==> src/rtl/imu_sfp_pkg.sv <==
`default_nettype none

package imu_sfp_pkg;

   // frame type bytes
   localparam logic [7:0] TYPE_ACCEL = 8'h51;
   localparam logic [7:0] TYPE_RATE  = 8'h52;
   localparam logic [7:0] TYPE_ANGLE = 8'h53;

   // sync byte after reset
   localparam logic [7:0] SYNC_RESET = 8'h55;

   // frame kind codes on the result
   localparam logic [1:0] KIND_ACCEL = 2'd0;

   // frame position: hunting, first data byte, checksum byte
   localparam logic [3:0] POS_HUNT = 4'd0;
   localparam logic [3:0] POS_DATA = 4'd2;
   localparam logic [3:0] POS_CSUM = 4'd10;

   localparam int PAYLOAD_DEPTH = 8;

   // checksum status codes
   localparam logic STATUS_GOOD = 1'b0;
   localparam logic STATUS_BAD  = 1'b1;

   // one decoded frame
   typedef struct packed {
      logic [1:0]         frame_kind;
      logic signed [15:0] value_x;
      logic signed [15:0] value_y;
      logic signed [15:0] value_z;
      logic signed [15:0] value_extra;
      logic               frame_status;
   } result_type;

endpackage

`default_nettype wire

==> src/rtl/imu_sfp_parser.sv <==
`default_nettype none

module imu_sfp_parser (
   input  wire logic                    clock,
   input  wire logic                    reset,
   input  wire logic                    accept,
   input  wire logic [7:0]              rx_byte,
   input  wire logic                    burst_end,
   input  wire logic [7:0]              sync_byte,
   output logic                         res_valid,
   output imu_sfp_pkg::result_type      res_data
);

   logic [7:0] payload_ff [imu_sfp_pkg::PAYLOAD_DEPTH];
   logic       prev_sync_ff, prev_sync_in;
   logic [3:0] pos_ff, pos_in;
   logic [1:0] kind_ff, kind_in;
   logic [7:0] sum_ff, sum_in;
   logic       halted_ff, halted_in;
   logic       pay_we;
   logic [3:0] pay_offset;
   logic [2:0] pay_idx;
   logic       is_type;
   logic       bad;

   assign is_type = (rx_byte == imu_sfp_pkg::TYPE_ACCEL) ||
                    (rx_byte == imu_sfp_pkg::TYPE_RATE)  ||
                    (rx_byte == imu_sfp_pkg::TYPE_ANGLE);
   assign bad        = (sum_ff != rx_byte);
   assign pay_offset = pos_ff - imu_sfp_pkg::POS_DATA;
   assign pay_idx    = pay_offset[2:0];

   // next state of the frame tracker for the byte at the input
   always_comb begin
      prev_sync_in = prev_sync_ff;
      pos_in       = pos_ff;
      kind_in      = kind_ff;
      sum_in       = sum_ff;
      halted_in    = halted_ff;
      pay_we       = 1'b0;
      res_valid    = 1'b0;
      if (!halted_ff) begin
         if (pos_ff == imu_sfp_pkg::POS_HUNT) begin
            if (prev_sync_ff && is_type) begin
               kind_in      = rx_byte[1:0] - 2'd1;
               sum_in       = sync_byte + rx_byte;
               pos_in       = imu_sfp_pkg::POS_DATA;
               prev_sync_in = 1'b0;
            end else begin
               prev_sync_in = (rx_byte == sync_byte);
            end
         end else if (pos_ff < imu_sfp_pkg::POS_CSUM) begin
            pay_we = 1'b1;
            sum_in = sum_ff + rx_byte;
            pos_in = pos_ff + 4'd1;
         end else begin
            // checksum byte closes the frame
            res_valid    = accept;
            pos_in       = imu_sfp_pkg::POS_HUNT;
            prev_sync_in = 1'b0;
            sum_in       = 8'd0;
            if (bad) begin
               halted_in = 1'b1;
            end
         end
      end
      // idle line: hunting restarts
      if (burst_end) begin
         prev_sync_in = 1'b0;
         pos_in       = imu_sfp_pkg::POS_HUNT;
         sum_in       = 8'd0;
         halted_in    = 1'b0;
      end
   end

   // result fields from the stored data bytes
   always_comb begin
      res_data.frame_kind   = kind_ff;
      res_data.value_x      = {payload_ff[1], payload_ff[0]};
      res_data.value_y      = {payload_ff[3], payload_ff[2]};
      res_data.value_z      = {payload_ff[5], payload_ff[4]};
      res_data.value_extra  = (kind_ff == imu_sfp_pkg::KIND_ACCEL) ?
                              {payload_ff[7], payload_ff[6]} : 16'sd0;
      res_data.frame_status = bad ? imu_sfp_pkg::STATUS_BAD : imu_sfp_pkg::STATUS_GOOD;
   end

   // tracker state
   always_ff @(posedge clock) begin
      if (reset) begin
         prev_sync_ff <= 1'b0;
         pos_ff       <= imu_sfp_pkg::POS_HUNT;
         kind_ff      <= imu_sfp_pkg::KIND_ACCEL;
         sum_ff       <= 8'd0;
         halted_ff    <= 1'b0;
      end else if (accept) begin
         prev_sync_ff <= prev_sync_in;
         pos_ff       <= pos_in;
         kind_ff      <= kind_in;
         sum_ff       <= sum_in;
         halted_ff    <= halted_in;
      end
   end

   // data byte store
   always_ff @(posedge clock) begin
      if (accept && pay_we) begin
         payload_ff[pay_idx] <= rx_byte;
      end
   end

endmodule

`default_nettype wire

==> src/rtl/imu_sfp_out_buf.sv <==
`default_nettype none

module imu_sfp_out_buf (
   input  wire logic                    clock,
   input  wire logic                    reset,
   input  wire logic                    in_valid,
   input  wire imu_sfp_pkg::result_type in_data,
   output logic                         full,
   output logic                         out_valid,
   output imu_sfp_pkg::result_type      out_data,
   input  wire logic                    out_stall
);

   logic                    out_valid_ff, out_valid_in;
   logic                    skid_valid_ff, skid_valid_in;
   imu_sfp_pkg::result_type out_data_ff, out_data_in;
   imu_sfp_pkg::result_type skid_data_ff, skid_data_in;

   assign full      = skid_valid_ff;
   assign out_valid = out_valid_ff;
   assign out_data  = out_data_ff;

   // output register with one skid entry behind it
   always_comb begin
      out_valid_in  = out_valid_ff;
      out_data_in   = out_data_ff;
      skid_valid_in = skid_valid_ff;
      skid_data_in  = skid_data_ff;
      if (out_valid_ff && out_stall) begin
         if (in_valid) begin
            skid_valid_in = 1'b1;
            skid_data_in  = in_data;
         end
      end else if (skid_valid_ff) begin
         out_valid_in  = 1'b1;
         out_data_in   = skid_data_ff;
         skid_valid_in = 1'b0;
      end else begin
         out_valid_in = in_valid;
         out_data_in  = in_data;
      end
   end

   always_ff @(posedge clock) begin
      if (reset) begin
         out_valid_ff  <= 1'b0;
         skid_valid_ff <= 1'b0;
      end else begin
         out_valid_ff  <= out_valid_in;
         skid_valid_ff <= skid_valid_in;
      end
   end

   always_ff @(posedge clock) begin
      out_data_ff  <= out_data_in;
      skid_data_ff <= skid_data_in;
   end

endmodule

`default_nettype wire

==> src/rtl/imu_serial_frame_parser.sv <==
// IMU serial frame parser
//
// req channel: one received byte per item (req_rx_byte) with req_burst_end
// set on the last byte before an idle line. An item is taken when req_valid
// is high and req_stall is low; one byte can be taken every cycle.
// rsp channel: one decoded frame per item, raised on the checksum byte of
// an 11-byte frame (sync, type, eight data bytes, checksum). rsp_value_*
// are raw little-endian counts, rsp_frame_status flags a checksum mismatch.
// The result is registered in the output buffer, or in its skid entry while the receiver stalls.
// Throughput: one byte per cycle while req_stall is low; the frame tracker updates on every taken byte.
// csr channel: writes the sync byte; csr_ready is always high.
// Reset: sync byte returns to 0x55, the tracker hunts for sync, the output
// buffer empties.
// Receiver stall: the current result holds; one more result fits in a skid
// entry, and req_stall rises only while that entry is occupied.
`default_nettype none

module imu_serial_frame_parser (
   input  wire logic               clock,
   input  wire logic               reset,
   input  wire logic               req_valid,
   output logic                    req_stall,
   input  wire logic [7:0]         req_rx_byte,
   input  wire logic               req_burst_end,
   output logic                    rsp_valid,
   input  wire logic               rsp_stall,
   output logic [1:0]              rsp_frame_kind,
   output logic signed [15:0]      rsp_value_x,
   output logic signed [15:0]      rsp_value_y,
   output logic signed [15:0]      rsp_value_z,
   output logic signed [15:0]      rsp_value_extra,
   output logic                    rsp_frame_status,
   input  wire logic               csr_valid,
   output logic                    csr_ready,
   input  wire logic [7:0]         csr_sync_byte
);

   logic                    csr_write;
   logic [7:0]              sync_byte_ff;
   logic                    accept;
   logic                    res_valid;
   logic                    buf_full;
   imu_sfp_pkg::result_type res_data;
   imu_sfp_pkg::result_type out_data;

   assign csr_ready = 1'b1;
   assign req_stall = buf_full;
   assign accept    = req_valid && !buf_full;
   assign csr_write = csr_valid && csr_ready;

   // sync byte register
   always_ff @(posedge clock) begin
      if (reset) begin
         sync_byte_ff <= imu_sfp_pkg::SYNC_RESET;
      end else if (csr_write) begin
         sync_byte_ff <= csr_sync_byte;
      end
   end

   imu_sfp_parser u_parser (
      .clock     (clock),
      .reset     (reset),
      .accept    (accept),
      .rx_byte   (req_rx_byte),
      .burst_end (req_burst_end),
      .sync_byte (sync_byte_ff),
      .res_valid (res_valid),
      .res_data  (res_data)
   );

   imu_sfp_out_buf u_out_buf (
      .clock     (clock),
      .reset     (reset),
      .in_valid  (res_valid),
      .in_data   (res_data),
      .full      (buf_full),
      .out_valid (rsp_valid),
      .out_data  (out_data),
      .out_stall (rsp_stall)
   );

   assign rsp_frame_kind   = out_data.frame_kind;
   assign rsp_value_x      = out_data.value_x;
   assign rsp_value_y      = out_data.value_y;
   assign rsp_value_z      = out_data.value_z;
   assign rsp_value_extra  = out_data.value_extra;
   assign rsp_frame_status = out_data.frame_status;

endmodule

`default_nettype wire

==> config.mk <==
export PLATFORM = sky130hd
export DESIGN_NAME = imu_serial_frame_parser
export DESIGN_NICKNAME = d
export VERILOG_FILES = /design/src/rtl/imu_sfp_pkg.sv /design/src/rtl/imu_sfp_parser.sv /design/src/rtl/imu_sfp_out_buf.sv /design/src/rtl/imu_serial_frame_parser.sv
export SDC_FILE = /design/constraint.sdc
export NUM_CORES = 1
export LEC_CHECK = 0
export ABC_AREA = 1
export BUFFER_PORTS_ARGS = -buffer_cell sky130_fd_sc_hd__buf_2
export CELL_PAD_IN_SITES_DETAIL_PLACEMENT = 2
export CELL_PAD_IN_SITES_GLOBAL_PLACEMENT = 2
export CORE_AREA = 2 2 155 157
export CTS_CLUSTER_DIAMETER = 100
export DETAILED_ROUTE_END_ITERATION = 16
export DIE_AREA = 0 0 157 159
export PLACE_DENSITY = 0.8
export SYNTH_ARGS = -nofsm -noshare
export SYNTH_HDL_FRONTEND = slang
export SYNTH_SLANG_ARGS = --single-unit
==> constraint.sdc <==
create_clock -name clock -period 11.4 [get_ports clock]
set_clock_uncertainty 0.05 [all_clocks]
set_input_delay 1.71 -clock clock [delete_from_list [all_inputs] [get_ports clock]]
set_output_delay 1.71 -clock clock [all_outputs]
set_load 0.01 [all_outputs]
==> results by stage <==
Timing:
- The post-route worst setup slack is 7890 ps.
- The upper clock frequency limit is 0.285 GHz.
- Setup violations remaining at the end of the flow were counted as 0.
- The number of endpoints with negative hold slack in the final report is 0.
- At the pin with the least slew margin, the transition time is 1170 ps.
- The number of pins with negative max-slew slack in the final report is 0.
- Summed over all failing endpoints, the final setup total negative slack is 0 ps.
- The final critical path takes up 30.8% of the cycle.
- The worst path in the final design needs a cycle of 3510 ps, including I/O delays and setup.
- Setup repair after global routing left no endpoint under its margin.
- The worst pin sits at a relative slew slack of 21.2%.

Final layout:
- The area growth from synthesis to layout is 17.2%.
- In the final layout, the multi-input gates occupy 2170 um^2.
- The number of antenna diodes is 0.
- The share of layout cells above drive strength 1 is 17.1%.
- The layout has 2,361 filler cells.
- Registers take 6470 um^2.
- The final net count is 907.

Route:
- After detailed routing, the number of remaining DRC violations is 0.
- The total detailed-routing wirelength is 25,200 um.
- Using the TritonRoute via totals, the vias-per-cell ratio works out to 4.89.
- The first detailed-routing pass took 4 iterations.
- The final route contains 5,865 vias.
- Dividing the detail-routed wire length by the instance count gives 21.0 um.
- The number of DRC markers in iteration 0 is 346.
- The count of nets left with antenna violations once routing finished came out at 0.

Synth:
- The main combinational cell family by area after synthesis is simple AND/OR/NAND/NOR gates.
- The XOR/XNOR share of the synthesized area is 0.488%.
- The proportion of synthesized chip area in sequential cells is 72.1%.
- The number of different library cells used by synthesis comes to 37.
- The cell count after synthesis is 766.
- Of the total synthesized cell area, the portion taken by AND, OR, NAND and NOR gates is 18.4%.
- After synthesis the cells add up to 8970 um^2.
- The complex-gate fraction of the synthesized area is 2.01%.
- The Yosys warning count is 0.
- When the netlist entered floorplanning its net count stood at 809.
- The adder and majority gate portion of the synthesized area is 3.10%.
- The mux cell area share after synthesis is 0%.
- The mean area per synthesized cell is 11.7 um^2.
- The synthesized design contains 224 register bits.

Global routing:
- The largest net degree at the start of global routing is 71.
- The via count of the first global-routing pass came to 6,596.
- The first global-routing pass estimated 39,100 um of wire.
- After global routing the overflow that remains totals 0.
- The total routing usage reported by global routing is 20.6%.
- The initial antenna violation count is 0.

Setup path:
- Data on the critical path is required at its endpoint by 9640 ps.
- The critical path is of the reg -> out type.
- The longest individual stage delay on the worst path is 600 ps.
- The startpoint kind of the worst setup timing path is a flop.
- The signal on the critical path passes through buf_4, buf_2.
- The highest net fanout along the worst path is 69.
- The cell with the biggest individual delay on the critical path is sky130_fd_sc_hd__buf_4.
- STA puts the critical path data arrival time at 1750 ps.
- The worst setup path is captured at an output port.

Die:
- The area enclosed by the die boundary is 25,000 um^2.
- The initial utilization of the core area, before any placement, comes to 38.7%.
- The die height is 159 um.
- The I/O pin count is 92.
- The total area inside the core boundary comes to 23,200 um^2.
- The horizontal die dimension is 157 um.
- The floorplan has 56 rows.

Pwr:
- The power per cell area is 170 nW/um^2.
- VDD sags by at most 0.0958 mV.
- The leakage power total is 4.38 nW.

CTS:
- In this run the post-CTS setup repair buffer count came out at 0.
- The clock-pin slew reported for the worst setup and hold paths after clock tree synthesis is 60 ps.
- The number of clock buffers inserted by TritonCTS is 25.
- Post-CTS repair changed the size of 0 cells.
- The maximum clock path buffer count is 3.
- The count of hold-fix buffers inserted at cts is 0.
- CTS built an H-tree with a depth of 1.
- The TritonCTS clock tree is yes.
- The cell sitting at the root of the clock tree is a sky130_fd_sc_hd__clkbuf_16.
- The clock reaches the later pin of the worst-skew pair after 520 ps.
- Clock tree synthesis found a total of 224 sinks.

Placement:
- The worst-case setup slack after placement is 7510 ps.
- At the end of routability-driven placement, the weighted congestion stood at 0.759.
- After legalization and detailed placement, the total HPWL measured 15,900 um.
- Input and output buffers added on the ports amount to 90.

Worst hold path:
- The worst min-delay path category is reg -> reg.

Run status:
- The flow ran to the end, and the final reports show no timing, DRC or antenna violations.

Flow run:
- The tool flagged a number of max-cap violations equal to 0.
routing by layer:
metal | up-vias | GRT usage [%] | share of wire, %
met3 | 44 | 2.40 | 3.2
met4 | 0 | 5.46 | 2.2
met1 | 2949 | 26.1 | 43
met5 | - | 0 | 0
li1 | 2749 | - | -
met2 | 123 | 37.1 | 51
report_power, final:
part	internal, mW	leakage (nW)	switching (mW)
combinational	0.0340	1.90	0.0727
sequential	0.895	2.11	0.00621
clock	0.447	0.378	0.331
total	1.38	4.38	0.410
cells in the mapped netlist:
cell type                  number  share of area [%]
sky130_fd_sc_hd__o22ai_1        1              0.070
sky130_fd_sc_hd__o21ai_0       10               0.56
sky130_fd_sc_hd__buf_4          1              0.084
sky130_fd_sc_hd__inv_1         57                2.4
sky130_fd_sc_hd__nor2_4         4               0.50
sky130_fd_sc_hd__xnor2_1        3               0.29
sky130_fd_sc_hd__inv_4          1              0.070
sky130_fd_sc_hd__clkbuf_1      13               0.54
sky130_fd_sc_hd__nand2_2        2               0.14
sky130_fd_sc_hd__clkinv_4       1              0.098
sky130_fd_sc_hd__nand2_1      291                 12
sky130_fd_sc_hd__edfxtp_1     198                 66
sky130_fd_sc_hd__nor2_2         2               0.14
sky130_fd_sc_hd__a21boi_0       1              0.084
sky130_fd_sc_hd__fa_1           2               0.45
sky130_fd_sc_hd__nor4_1         2               0.14
sky130_fd_sc_hd__a31oi_1        1              0.070
sky130_fd_sc_hd__buf_1          3               0.13
sky130_fd_sc_hd__nand3b_1       1              0.084
sky130_fd_sc_hd__o21ai_1        1              0.056
sky130_fd_sc_hd__or2_2          2               0.14
sky130_fd_sc_hd__and3_1         1              0.070
sky130_fd_sc_hd__buf_2          2               0.11
sky130_fd_sc_hd__inv_2          2              0.084
sky130_fd_sc_hd__conb_1         1              0.042
sky130_fd_sc_hd__nor3_2         2               0.22
sky130_fd_sc_hd__nand3_1       26                1.5
sky130_fd_sc_hd__xor2_1         2               0.20
sky130_fd_sc_hd__buf_6          3               0.38
sky130_fd_sc_hd__a21oi_1       21                1.2
sky130_fd_sc_hd__ha_1          19                2.6
sky130_fd_sc_hd__nand2_4        4               0.50
sky130_fd_sc_hd__dfxtp_1       26                5.8
sky130_fd_sc_hd__nand4_1        2               0.14
sky130_fd_sc_hd__nor2_8         1               0.22
sky130_fd_sc_hd__nor3_1         9               0.50
sky130_fd_sc_hd__nor2_1        48                2.0
layout by cell type (no fill, tap or decap), types with 3 or more instances in the layout:
master / n
sky130_fd_sc_hd__nand3_1: 26
sky130_fd_sc_hd__clkinv_2: 5
sky130_fd_sc_hd__xnor2_1: 3
sky130_fd_sc_hd__nor2_4: 4
sky130_fd_sc_hd__nor3_2: 3
sky130_fd_sc_hd__dfxtp_1: 25
sky130_fd_sc_hd__nand2_4: 5
sky130_fd_sc_hd__inv_1: 57
sky130_fd_sc_hd__clkinv_1: 5
sky130_fd_sc_hd__edfxtp_1: 198
sky130_fd_sc_hd__ha_1: 19
sky130_fd_sc_hd__a21oi_1: 21
sky130_fd_sc_hd__nor2_1: 48
sky130_fd_sc_hd__o21ai_0: 10
sky130_fd_sc_hd__buf_4: 3
sky130_fd_sc_hd__nand2_1: 290
sky130_fd_sc_hd__nor3_1: 8
sky130_fd_sc_hd__clkbuf_1: 5
sky130_fd_sc_hd__clkbuf_16: 25
sky130_fd_sc_hd__buf_2: 90
worst max-delay path: cells and delay by family (launching register included):
family / cells / cell delay, ps
buf+inv: 2 / 860
flops: 1 / 360
final timing paths:
| path | cells after the start | slack [ps] | endpoint | start |
|---|---|---|---|---|
| max reg2reg | 7 | 8330 | u_parser.payload_ff[0][5] | u_out_buf.full |
| min reg2reg | 0 | 400 | u_out_buf.skid_data_ff[44] | u_parser.payload_ff[3][3] |
| min | 0 | 400 | u_out_buf.skid_data_ff[44] | u_parser.payload_ff[3][3] |
| max | 2 | 7890 | req_stall | u_out_buf.full |
state kept, by name (all words and copies together), names as in the netlist:
name and flops:
u_parser.payload_ff 64, u_out_buf.out_data 67, u_out_buf.out_valid 1, u_parser.halted_ff 1, u_out_buf.full 1, u_parser.kind_ff 2
u_parser.sum_ff 8, u_out_buf.skid_data_ff 67, u_parser.prev_sync_ff 1, u_parser.pos_ff 4, sync_byte_ff 8
stage by stage:
| step | cells | power (mW) | utilization, % | hold WS, ps | area [um^2] |
|---|---|---|---|---|---|
| finish | 1200 | 1.79 | 45.3 | 402 | 10500 |
| global route | 1200 | 1.84 | 45.3 | 407 | 10500 |
| CTS | 1200 | 1.80 | 45.3 | 403 | 10500 |
| detailed placement | 1156 | 1.03 | 42.0 | 385 | 9750 |
| global placement | 1156 | 1.02 | 42.0 | 379 | 9750 |
| floorplan | 766 | 0.986 | - | 377 | 8970 |
logic make-up (layout without fill, tap and decap cells):
logic type / after synthesis / after routing
flops: 224 / 224
simple gates: 397 / 397
fa+ha+maj: 21 / 21
compound gates: 35 / 35
buf+inv: 83 / 198
xor+xnor: 5 / 5
other cells: 1 / 1
area by class of cell:
| cell class | instances | share of cell area (%) |
|---|---|---|
| clock buffer | 30 | 6.13 |
| clock inverter | 14 | 1.15 |
| inverter | 61 | 2.25 |
| multi-input combinational | 459 | 20.7 |
| sequential | 224 | 61.5 |
| tap | 319 | 3.80 |
| timing repair buffer | 93 | 4.50 |
Note: power is estimated with default switching activity, not from simulation.
